File: src/regular_polygon_vertex_generator_macros.svh
// ----------------------------------------------------------------------------
// Assertion macros for the regular polygon vertex generator
// Short forms for clocked implication checks with an active-low reset.
// ----------------------------------------------------------------------------
`ifndef REGULAR_POLYGON_VERTEX_GENERATOR_MACROS_SVH
`define REGULAR_POLYGON_VERTEX_GENERATOR_MACROS_SVH

// same-cycle implication
`define RPVG_ASSERT_IMP(label, clk, rst_n, ante, cons) \
  label: assert property (@(posedge clk) disable iff (!(rst_n)) (ante) |-> (cons)) \
    else $error("rpvg assertion failed");

// next-cycle implication
`define RPVG_ASSERT_NXT(label, clk, rst_n, ante, cons) \
  label: assert property (@(posedge clk) disable iff (!(rst_n)) (ante) |=> (cons)) \
    else $error("rpvg assertion failed");

`endif

File: src/rpvg_pkg.sv
// ----------------------------------------------------------------------------
// rpvg_pkg
// Constants, tables and arithmetic helpers of the polygon vertex generator.
// ----------------------------------------------------------------------------
`timescale 1ns / 1ps

package rpvg_pkg;

  // default parameter values
  localparam int MaxCornersDef  = 16;
  localparam int CordicStepsDef = 16;
  // results per item are capped by the index field
  localparam int ResultLimit    = 16;

  // cordic datapath: q2.30 with headroom
  localparam int CordicW = 34;
  localparam logic signed [CordicW-1:0] CordicGain = 34'sd652032874;

  // arctangent of 2^-k in units of 2^-32 turn
  function automatic logic [29:0] atan_turn(input logic [4:0] k);
    logic [29:0] a;
    unique case (k)
      5'd0:    a = 30'h20000000;
      5'd1:    a = 30'h12E4051E;
      5'd2:    a = 30'h09FB385B;
      5'd3:    a = 30'h051111D4;
      5'd4:    a = 30'h028B0D43;
      5'd5:    a = 30'h0145D7E1;
      5'd6:    a = 30'h00A2F61E;
      5'd7:    a = 30'h00517C55;
      5'd8:    a = 30'h0028BE53;
      5'd9:    a = 30'h00145F2F;
      5'd10:   a = 30'h000A2F98;
      5'd11:   a = 30'h000517CC;
      5'd12:   a = 30'h00028BE6;
      5'd13:   a = 30'h000145F3;
      5'd14:   a = 30'h0000A2FA;
      5'd15:   a = 30'h0000517D;
      5'd16:   a = 30'h000028BE;
      5'd17:   a = 30'h0000145F;
      5'd18:   a = 30'h00000A30;
      5'd19:   a = 30'h00000518;
      5'd20:   a = 30'h0000028C;
      5'd21:   a = 30'h00000146;
      5'd22:   a = 30'h000000A3;
      5'd23:   a = 30'h00000051;
      default: a = 30'h0;
    endcase
    return a;
  endfunction

  // whole part of a full turn split into count steps (mod one turn)
  function automatic logic [15:0] turn_step(input logic [4:0] count);
    logic [15:0] s;
    unique case (count)
      5'd2:    s = 16'd32768;
      5'd3:    s = 16'd21845;
      5'd4:    s = 16'd16384;
      5'd5:    s = 16'd13107;
      5'd6:    s = 16'd10922;
      5'd7:    s = 16'd9362;
      5'd8:    s = 16'd8192;
      5'd9:    s = 16'd7281;
      5'd10:   s = 16'd6553;
      5'd11:   s = 16'd5957;
      5'd12:   s = 16'd5461;
      5'd13:   s = 16'd5041;
      5'd14:   s = 16'd4681;
      5'd15:   s = 16'd4369;
      5'd16:   s = 16'd4096;
      default: s = 16'd0;
    endcase
    return s;
  endfunction

  // remainder of a full turn split into count steps
  function automatic logic [3:0] turn_rem(input logic [4:0] count);
    logic [3:0] r;
    unique case (count)
      5'd3, 5'd5, 5'd15: r = 4'd1;
      5'd7, 5'd14:       r = 4'd2;
      5'd13:             r = 4'd3;
      5'd6, 5'd12:       r = 4'd4;
      5'd10:             r = 4'd6;
      5'd9:              r = 4'd7;
      5'd11:             r = 4'd9;
      default:           r = 4'd0;
    endcase
    return r;
  endfunction

  // round q2.30 to q1.15 and clamp to +/-32767
  function automatic logic signed [15:0] to_q15(input logic signed [CordicW-1:0] v);
    logic signed [CordicW-1:0] w;
    logic signed [CordicW-16:0] r;
    logic signed [15:0]         q;
    w = v + CordicW'(16384);
    r = $signed(w[CordicW-1:15]);
    if (r > (CordicW-15)'(32767)) begin
      q = 16'sd32767;
    end else if (r < -(CordicW-15)'(32767)) begin
      q = -16'sd32767;
    end else begin
      q = 16'(r);
    end
    return q;
  endfunction

  // centre plus scaled product, divided by 2^15 toward zero
  function automatic logic signed [16:0] coord_trunc(input logic signed [15:0] centre,
                                                     input logic signed [31:0] prod);
    logic signed [31:0] sum;
    logic signed [31:0] biased;
    sum    = 32'($signed({centre, 15'd0})) + prod;
    biased = sum + (sum[31] ? 32'sd32767 : 32'sd0);
    return $signed(biased[31:15]);
  endfunction

endpackage

File: src/regular_polygon_vertex_generator.sv
// ----------------------------------------------------------------------------
// regular_polygon_vertex_generator
// Corner coordinates of a regular polygon from a shared iterative cordic.
// ----------------------------------------------------------------------------
//  channel   | direction | handshake               | payload
//  ----------+-----------+-------------------------+------------------------------
//  command   | in        | start high, busy low    | centre, radius, angle, count
//  result    | out       | result_strobe_o, 1 cyc  | corner x/y, index, flags
//
//  A refused count gives its single result in the cycle after the command.
//  An accepted polygon runs each corner through load, rotate (one cordic
//  iteration per cycle), fold, multiply and two multiply/add states,
//  all on one rotator and one 16x16 multiplier.
//  Reset is asynchronous and leaves the block idle with no strobe.
//  Results cannot be stalled; each is shown for exactly one cycle.
// ----------------------------------------------------------------------------
`timescale 1ns / 1ps
`include "regular_polygon_vertex_generator_macros.svh"

module regular_polygon_vertex_generator
  import rpvg_pkg::*;
#(
  parameter int MAX_CORNERS  = MaxCornersDef,
  parameter int CORDIC_STEPS = CordicStepsDef
) (
  input  logic               clk_i,
  input  logic               rst_ni,
  input  logic               start,
  output logic               busy,
  input  logic signed [15:0] center_x_i,
  input  logic signed [15:0] center_y_i,
  input  logic        [14:0] circum_radius_i,
  input  logic        [15:0] start_angle_i,
  input  logic        [4:0]  vertex_count_i,
  output logic               result_strobe_o,
  output logic signed [16:0] corner_x_o,
  output logic signed [16:0] corner_y_o,
  output logic        [3:0]  corner_index_o,
  output logic               last_corner_o,
  output logic               rejected_o
);

  localparam int Limit = (MAX_CORNERS < ResultLimit) ? MAX_CORNERS : ResultLimit;
  localparam int KW    = $clog2(CORDIC_STEPS);

  typedef enum logic [2:0] {
    S_IDLE,
    S_LOAD,
    S_ROT,
    S_FOLD,
    S_MUL_X,
    S_ADD_X,
    S_ADD_Y
  } state_e;

  state_e                     state_q, state_d;
  logic signed [15:0]         cx_q, cx_d, cy_q, cy_d;
  logic        [14:0]         radius_q, radius_d;
  logic        [4:0]          count_q, count_d;
  logic        [15:0]         phase_q, phase_d;
  logic        [4:0]          rem_acc_q, rem_acc_d;
  logic        [3:0]          idx_q, idx_d;
  logic        [1:0]          quad_q, quad_d;
  logic        [KW-1:0]       k_q, k_d;
  logic signed [CordicW-1:0]  x_q, x_d, y_q, y_d, z_q, z_d;
  logic signed [15:0]         cos_q, cos_d, sin_q, sin_d;
  logic signed [31:0]         prod_q, prod_d;
  logic signed [16:0]         px_q, px_d;
  logic                       strobe_q, strobe_d;
  logic signed [16:0]         ox_q, ox_d, oy_q, oy_d;
  logic        [3:0]          oidx_q, oidx_d;
  logic                       olast_q, olast_d, orej_q, orej_d;

  // shared rotator terms
  logic signed [CordicW-1:0]  xs, ys, atan_k;
  // shared multiplier
  logic signed [15:0]         mul_b;
  logic signed [31:0]         mul_p;
  // fold terms
  logic signed [15:0]         c15, s15;
  // angle step terms
  logic        [4:0]          rem_sum;
  logic                       carry;
  logic                       last_c;

  assign xs     = x_q >>> k_q;
  assign ys     = y_q >>> k_q;
  assign atan_k = CordicW'(atan_turn(5'(k_q)));

  assign mul_b  = (state_q == S_MUL_X) ? cos_q : sin_q;
  assign mul_p  = 32'($signed({1'b0, radius_q}) * mul_b);

  assign c15    = to_q15(x_q);
  assign s15    = to_q15(y_q);

  assign rem_sum = rem_acc_q + 5'(turn_rem(count_q));
  assign carry   = (rem_sum >= count_q);
  assign last_c  = (idx_q == 4'(count_q - 5'd1));

  assign busy = (state_q != S_IDLE);

  // sequencer and datapath next state
  always_comb begin
    state_d   = state_q;
    cx_d      = cx_q;
    cy_d      = cy_q;
    radius_d  = radius_q;
    count_d   = count_q;
    phase_d   = phase_q;
    rem_acc_d = rem_acc_q;
    idx_d     = idx_q;
    quad_d    = quad_q;
    k_d       = k_q;
    x_d       = x_q;
    y_d       = y_q;
    z_d       = z_q;
    cos_d     = cos_q;
    sin_d     = sin_q;
    prod_d    = prod_q;
    px_d      = px_q;
    strobe_d  = 1'b0;
    ox_d      = ox_q;
    oy_d      = oy_q;
    oidx_d    = oidx_q;
    olast_d   = olast_q;
    orej_d    = orej_q;
    unique case (state_q)
      S_IDLE: begin
        if (start) begin
          if (vertex_count_i == 5'd0 || vertex_count_i > 5'(Limit)) begin
            // refused count: single flagged beat
            strobe_d = 1'b1;
            ox_d     = '0;
            oy_d     = '0;
            oidx_d   = '0;
            olast_d  = 1'b1;
            orej_d   = 1'b1;
          end else begin
            cx_d      = center_x_i;
            cy_d      = center_y_i;
            radius_d  = circum_radius_i;
            count_d   = vertex_count_i;
            phase_d   = start_angle_i;
            rem_acc_d = '0;
            idx_d     = '0;
            state_d   = S_LOAD;
          end
        end
      end
      S_LOAD: begin
        // quadrant fold and rotator seed
        quad_d  = phase_q[15:14];
        x_d     = CordicGain;
        y_d     = '0;
        z_d     = CordicW'({phase_q[13:0], 16'd0});
        k_d     = '0;
        state_d = S_ROT;
      end
      S_ROT: begin
        // one micro-rotation per cycle
        if (!z_q[CordicW-1]) begin
          x_d = x_q - ys;
          y_d = y_q + xs;
          z_d = z_q - atan_k;
        end else begin
          x_d = x_q + ys;
          y_d = y_q - xs;
          z_d = z_q + atan_k;
        end
        k_d = k_q + KW'(1);
        if (k_q == KW'(CORDIC_STEPS - 1)) begin
          state_d = S_FOLD;
        end
      end
      S_FOLD: begin
        // back to the full circle
        unique case (quad_q)
          2'd0: begin cos_d = c15;  sin_d = s15;  end
          2'd1: begin cos_d = -s15; sin_d = c15;  end
          2'd2: begin cos_d = -c15; sin_d = -s15; end
          default: begin cos_d = s15; sin_d = -c15; end
        endcase
        state_d = S_MUL_X;
      end
      S_MUL_X: begin
        prod_d  = mul_p;
        state_d = S_ADD_X;
      end
      S_ADD_X: begin
        px_d    = coord_trunc(cx_q, prod_q);
        prod_d  = mul_p;
        state_d = S_ADD_Y;
      end
      S_ADD_Y: begin
        // corner beat, then step the angle
        strobe_d  = 1'b1;
        ox_d      = px_q;
        oy_d      = coord_trunc(cy_q, prod_q);
        oidx_d    = idx_q;
        olast_d   = last_c;
        orej_d    = 1'b0;
        rem_acc_d = carry ? (rem_sum - count_q) : rem_sum;
        phase_d   = phase_q + turn_step(count_q) + 16'(carry);
        idx_d     = idx_q + 4'd1;
        state_d   = last_c ? S_IDLE : S_LOAD;
      end
      default: state_d = S_IDLE;
    endcase
  end

  // state and registered outputs
  always_ff @(posedge clk_i or negedge rst_ni) begin
    if (!rst_ni) begin
      state_q   <= S_IDLE;
      strobe_q  <= 1'b0;
      cx_q      <= '0;
      cy_q      <= '0;
      radius_q  <= '0;
      count_q   <= '0;
      phase_q   <= '0;
      rem_acc_q <= '0;
      idx_q     <= '0;
      quad_q    <= '0;
      k_q       <= '0;
      x_q       <= '0;
      y_q       <= '0;
      z_q       <= '0;
      cos_q     <= '0;
      sin_q     <= '0;
      prod_q    <= '0;
      px_q      <= '0;
      ox_q      <= '0;
      oy_q      <= '0;
      oidx_q    <= '0;
      olast_q   <= 1'b0;
      orej_q    <= 1'b0;
    end else begin
      state_q   <= state_d;
      strobe_q  <= strobe_d;
      cx_q      <= cx_d;
      cy_q      <= cy_d;
      radius_q  <= radius_d;
      count_q   <= count_d;
      phase_q   <= phase_d;
      rem_acc_q <= rem_acc_d;
      idx_q     <= idx_d;
      quad_q    <= quad_d;
      k_q       <= k_d;
      x_q       <= x_d;
      y_q       <= y_d;
      z_q       <= z_d;
      cos_q     <= cos_d;
      sin_q     <= sin_d;
      prod_q    <= prod_d;
      px_q      <= px_d;
      ox_q      <= ox_d;
      oy_q      <= oy_d;
      oidx_q    <= oidx_d;
      olast_q   <= olast_d;
      orej_q    <= orej_d;
    end
  end

  assign result_strobe_o = strobe_q;
  assign corner_x_o      = ox_q;
  assign corner_y_o      = oy_q;
  assign corner_index_o  = oidx_q;
  assign last_corner_o   = olast_q;
  assign rejected_o      = orej_q;

  // checks
  `RPVG_ASSERT_IMP(a_rej_single, clk_i, rst_ni, result_strobe_o && rejected_o, last_corner_o && corner_index_o == 4'd0)
  `RPVG_ASSERT_NXT(a_accept_acts, clk_i, rst_ni, start && !busy, busy || (result_strobe_o && rejected_o))
  `RPVG_ASSERT_IMP(a_more_corners, clk_i, rst_ni, result_strobe_o && !last_corner_o, busy)
  `RPVG_ASSERT_IMP(a_index_range, clk_i, rst_ni, result_strobe_o && !rejected_o, corner_index_o <= 4'(count_q - 5'd1))

endmodule

File: config.mk
export PLATFORM = sky130hd
export DESIGN_NAME = regular_polygon_vertex_generator
export DESIGN_NICKNAME = d
export VERILOG_FILES = /design/src/rpvg_pkg.sv /design/src/regular_polygon_vertex_generator.sv
export VERILOG_INCLUDE_DIRS = /design/src /design/src/src
export SDC_FILE = /design/constraint.sdc
export NUM_CORES = 2
export LEC_CHECK = 0
export CORE_MARGIN = 2
export CORE_UTILIZATION = 40
export CTS_BUF_LIST = sky130_fd_sc_hd__clkbuf_2
export DETAILED_ROUTE_END_ITERATION = 10
export DONT_BUFFER_PORTS = 1
export SLEW_MARGIN = 5
export SYNTH_ARGS = -nofsm -noshare
export SYNTH_HDL_FRONTEND = slang
export SYNTH_SLANG_ARGS = --single-unit
export TNS_END_PERCENT = 5
File: constraint.sdc
create_clock -name clk_i -period 9.29 [get_ports clk_i]
set_clock_uncertainty 0.15 [all_clocks]
set_input_delay 1.3935 -clock clk_i [delete_from_list [all_inputs] [get_ports clk_i]]
set_output_delay 1.3935 -clock clk_i [all_outputs]
set_load 0.01 [all_outputs]
==> results.sh <==
export IMPL_yosysUniqueCellTypes=100
export IMPL_hp_start="start_angle_i[12]"
export IMPL_start_kind="register"
export IMPL_drtPass1Iterations=5
export IMPL_die_h_um=309.4
export IMPL_setup_tns_ns=0
export IMPL_finalHoldViolCount=0
export IMPL_ys_ff_latch=310
export IMPL_reg2regPathDepth=28
export IMPL_multi_input_area_mm2=0.02734
export IMPL_status="completed"
export IMPL_drc=0
export IMPL_grt_max_degree=311
export IMPL_cp_common_cell="fa_1"
export IMPL_vias=31893
export IMPL_slowest_stage="fa_1"
export IMPL_cp_required_ns=10.24
export IMPL_cts_tree="yes"
export IMPL_placed_area_mm2=0.03824
export IMPL_io_pins=113
export IMPL_holdPathStages=2
export IMPL_r2r_end="prod_q[29]"
export IMPL_rows=111
export IMPL_syn_area_mm2=0.03730
export IMPL_cpPeakStageDelay_ns=0.54
export IMPL_crit_path_end_kind="register"
export IMPL_place_gp_congestion=0.9432
export IMPL_cts_sinks=310
export IMPL_clk_latency_ns=1.28
export IMPL_drive_above_1_share_pct=8.878
export IMPL_antenna_found_initial=5
export IMPL_coreArea_mm2=0.09208
export IMPL_setup_violations_final=0
export IMPL_first_iter_violations=2646
export IMPL_final_period_utilization_pct=83.83
export IMPL_finalInstanceArea_mm2=0.03931
export IMPL_wirelength_um=104900
export IMPL_port_buffers=0
export IMPL_synth_area_leader_cell="dfrtp_1"
export IMPL_rsz0062_at_grt="no"
export IMPL_die_area_mm2=0.09570
export IMPL_async_flop_share_pct=100.0
export IMPL_ant_nets=0
export IMPL_worstMarginPinSlew_ns=1.066
export IMPL_cts_hold_buf=15
export IMPL_synth_edf_count=0
export IMPL_dp_hpwl_um=78040
export IMPL_timing_rr_start="state_q[1]"
export IMPL_ys_top_cells_by_area="dfrtp_1 21%, ha_1 11%, fa_1 10%"
export IMPL_grt_remaining_overflow=0
export IMPL_grt_pass1_vias=30530
export IMPL_instances_no_fill=5607
export IMPL_hold_end="phase_q[12]"
export IMPL_synth_ff_type="dfrtp_1"
export IMPL_grt_total_usage_pct=21.88
export IMPL_wl_per_cell_um=18.71
export IMPL_yosysWarnings=0
export IMPL_cts_path_max_buffers=3
export IMPL_arrival_ns=8.74
export IMPL_post_route_util_pct=42.69
export IMPL_syn_inst=4376
export IMPL_register_area_mm2=0.007772
export IMPL_initial_core_util_pct=40.51
export IMPL_placed_cells=5425
export IMPL_r2r_setup_slack_ns=1.50
export IMPL_synth_seq_area_share_pct=20.80
export IMPL_cap_viol_max_count=0
export IMPL_root_buffer="clkbuf_2"
export IMPL_synth_fp_nets=4960
export IMPL_slew_violations=0
export IMPL_cts_setup_buffers=0
export IMPL_cts_clk_slew_worst_paths_ns=0.11
export IMPL_area_growth_pct=5.398
export IMPL_die_w_um=309.4
export IMPL_avgViaCountPerCell=5.688
export IMPL_cts_inserted_buffers=89
export IMPL_path_max_fanout=16
export IMPL_synth_commonest_cells="527 x nand2_1, 330 x inv_1, 324 x ha_1, 310 x dfrtp_1, 306 x o21ai_0"
export IMPL_synth_most_common_cell="nand2_1"
export IMPL_h_tree_depth=3
export IMPL_post_cts_resize_count=0
export IMPL_grt_pass1_wl_um=169300
export IMPL_hold_class="in -> reg"
export IMPL_fmax_ghz=0.1284
export IMPL_nNetsFinal=4875
export IMPL_synth_top_area_share_pct=20.80
export IMPL_timing_worst_setup_path_type="reg -> reg"
export IMPL_relSlewSlack_pct=28.79
export IMPL_min_period_ns=7.787
export IMPL_nFillCells=9233
export IMPL_synth_avg_cell_area_um2=8.523
-- worst max path at each step --
| stage | start | to | slack (ns) | depth (start not counted) |
|---|---|---|---|---|
| finish | state_q[1] | prod_q[29] | 1.50 | 28 |
| floorplan | state_q[1] | prod_q[31] | 1.53 | 29 |
| CTS | state_q[1] | prod_q[29] | 1.47 | 28 |
| global route | state_q[1] | prod_q[29] | 0.90 | 28 |
| detailed placement | state_q[1] | prod_q[31] | 1.49 | 28 |
| global placement | state_q[1] | prod_q[31] | 1.59 | 28 |
-- layer usage --
layer,routed length (um),track usage (%),share of wire [%]
met5,47,0,0.045
met2,45810,33.83,44
met1,49370,31.35,47
met4,2168,5.735,2.1
met3,7508,4.010,7.2
-- layout make-up --
cell class | count | area share, %
Multi-Input combinational cell | 3495 | 69.56
Sequential cell | 310 | 19.77
Tap cell | 1243 | 3.956
Inverter | 335 | 3.199
Clock buffer | 118 | 1.502
Timing Repair Buffer | 60 | 1.394
Clock inverter | 41 | 0.5857
Antenna cell | 5 | 0.03183
-- cell families after synthesis --
kind of cell               synth area share [%]
buffers and inverters                     5.998
DFF                                       20.80
AOI/OAI and AO/OA                         19.52
muxes                                     8.249
and+or+nand+nor                           17.12
adders and majority gates                 21.01
xor gates and xnor gates                  7.300
-- placed cells by master (no fill, tap or decap), drive strengths merged, types with 23 or more instances in the layout --
master / netlist / routed
or3: 23 / 23
nand4: 43 / 43
nand2b: 44 / 44
o21bai: 24 / 24
nor2: 249 / 249
o21a: 34 / 34
dfrtp: 310 / 310
nand3: 91 / 91
xnor2: 188 / 188
a22o: 43 / 43
a21o: 92 / 92
o21ai: 313 / 313
nand2: 528 / 528
nor3: 71 / 71
a22oi: 25 / 25
a31oi: 46 / 46
a211oi: 27 / 27
clkbuf: 173 / 118
clkinv: 3 / 39
a21oi: 294 / 294
buf: 63 / 45
ha: 324 / 324
o31ai: 29 / 29
mux2i: 49 / 49
fa: 189 / 189
and3: 42 / 42
inv: 332 / 333
xor2: 122 / 122
nor2b: 76 / 76
mux4: 73 / 73
and2: 87 / 87
mux2: 81 / 81
-- worst max-delay path, delay by kind of cell (launching register included) --
kind                     cells  cell delay (ns)
multiplexers                 1             0.23
AND/OR/NAND/NOR              5             0.82
adder cells (fa/ha/maj)      7             3.42
AO/OA/AOI/OAI                9             1.86
flip-flops                   1             0.49
buffers and inverters        6             0.70
-- stage by stage --
stage	worst slack, ns	hold WS, ns
after floorplan	1.529	0.2908
after global placement	1.592	0.3090
after detailed placement	1.494	0.3122
after CTS	1.470	0.0003210
after global routing	0.8970	0.05122
final	1.503	0.1834
-- sequential cells by signal, summed over array words and instances (netlist names), 16 cells and up --
signal      flops
px_q           17
z_q            34
corner_y_o     17
phase_q        16
cx_q           16
cos_q          16
y_q            34
prod_q         32
sin_q          16
corner_x_o     17
cy_q           16
x_q            34
Power is left out: the tool's default activity adds up to more than one toggle a clock period on the data nets, which glitch-free logic cannot reach.
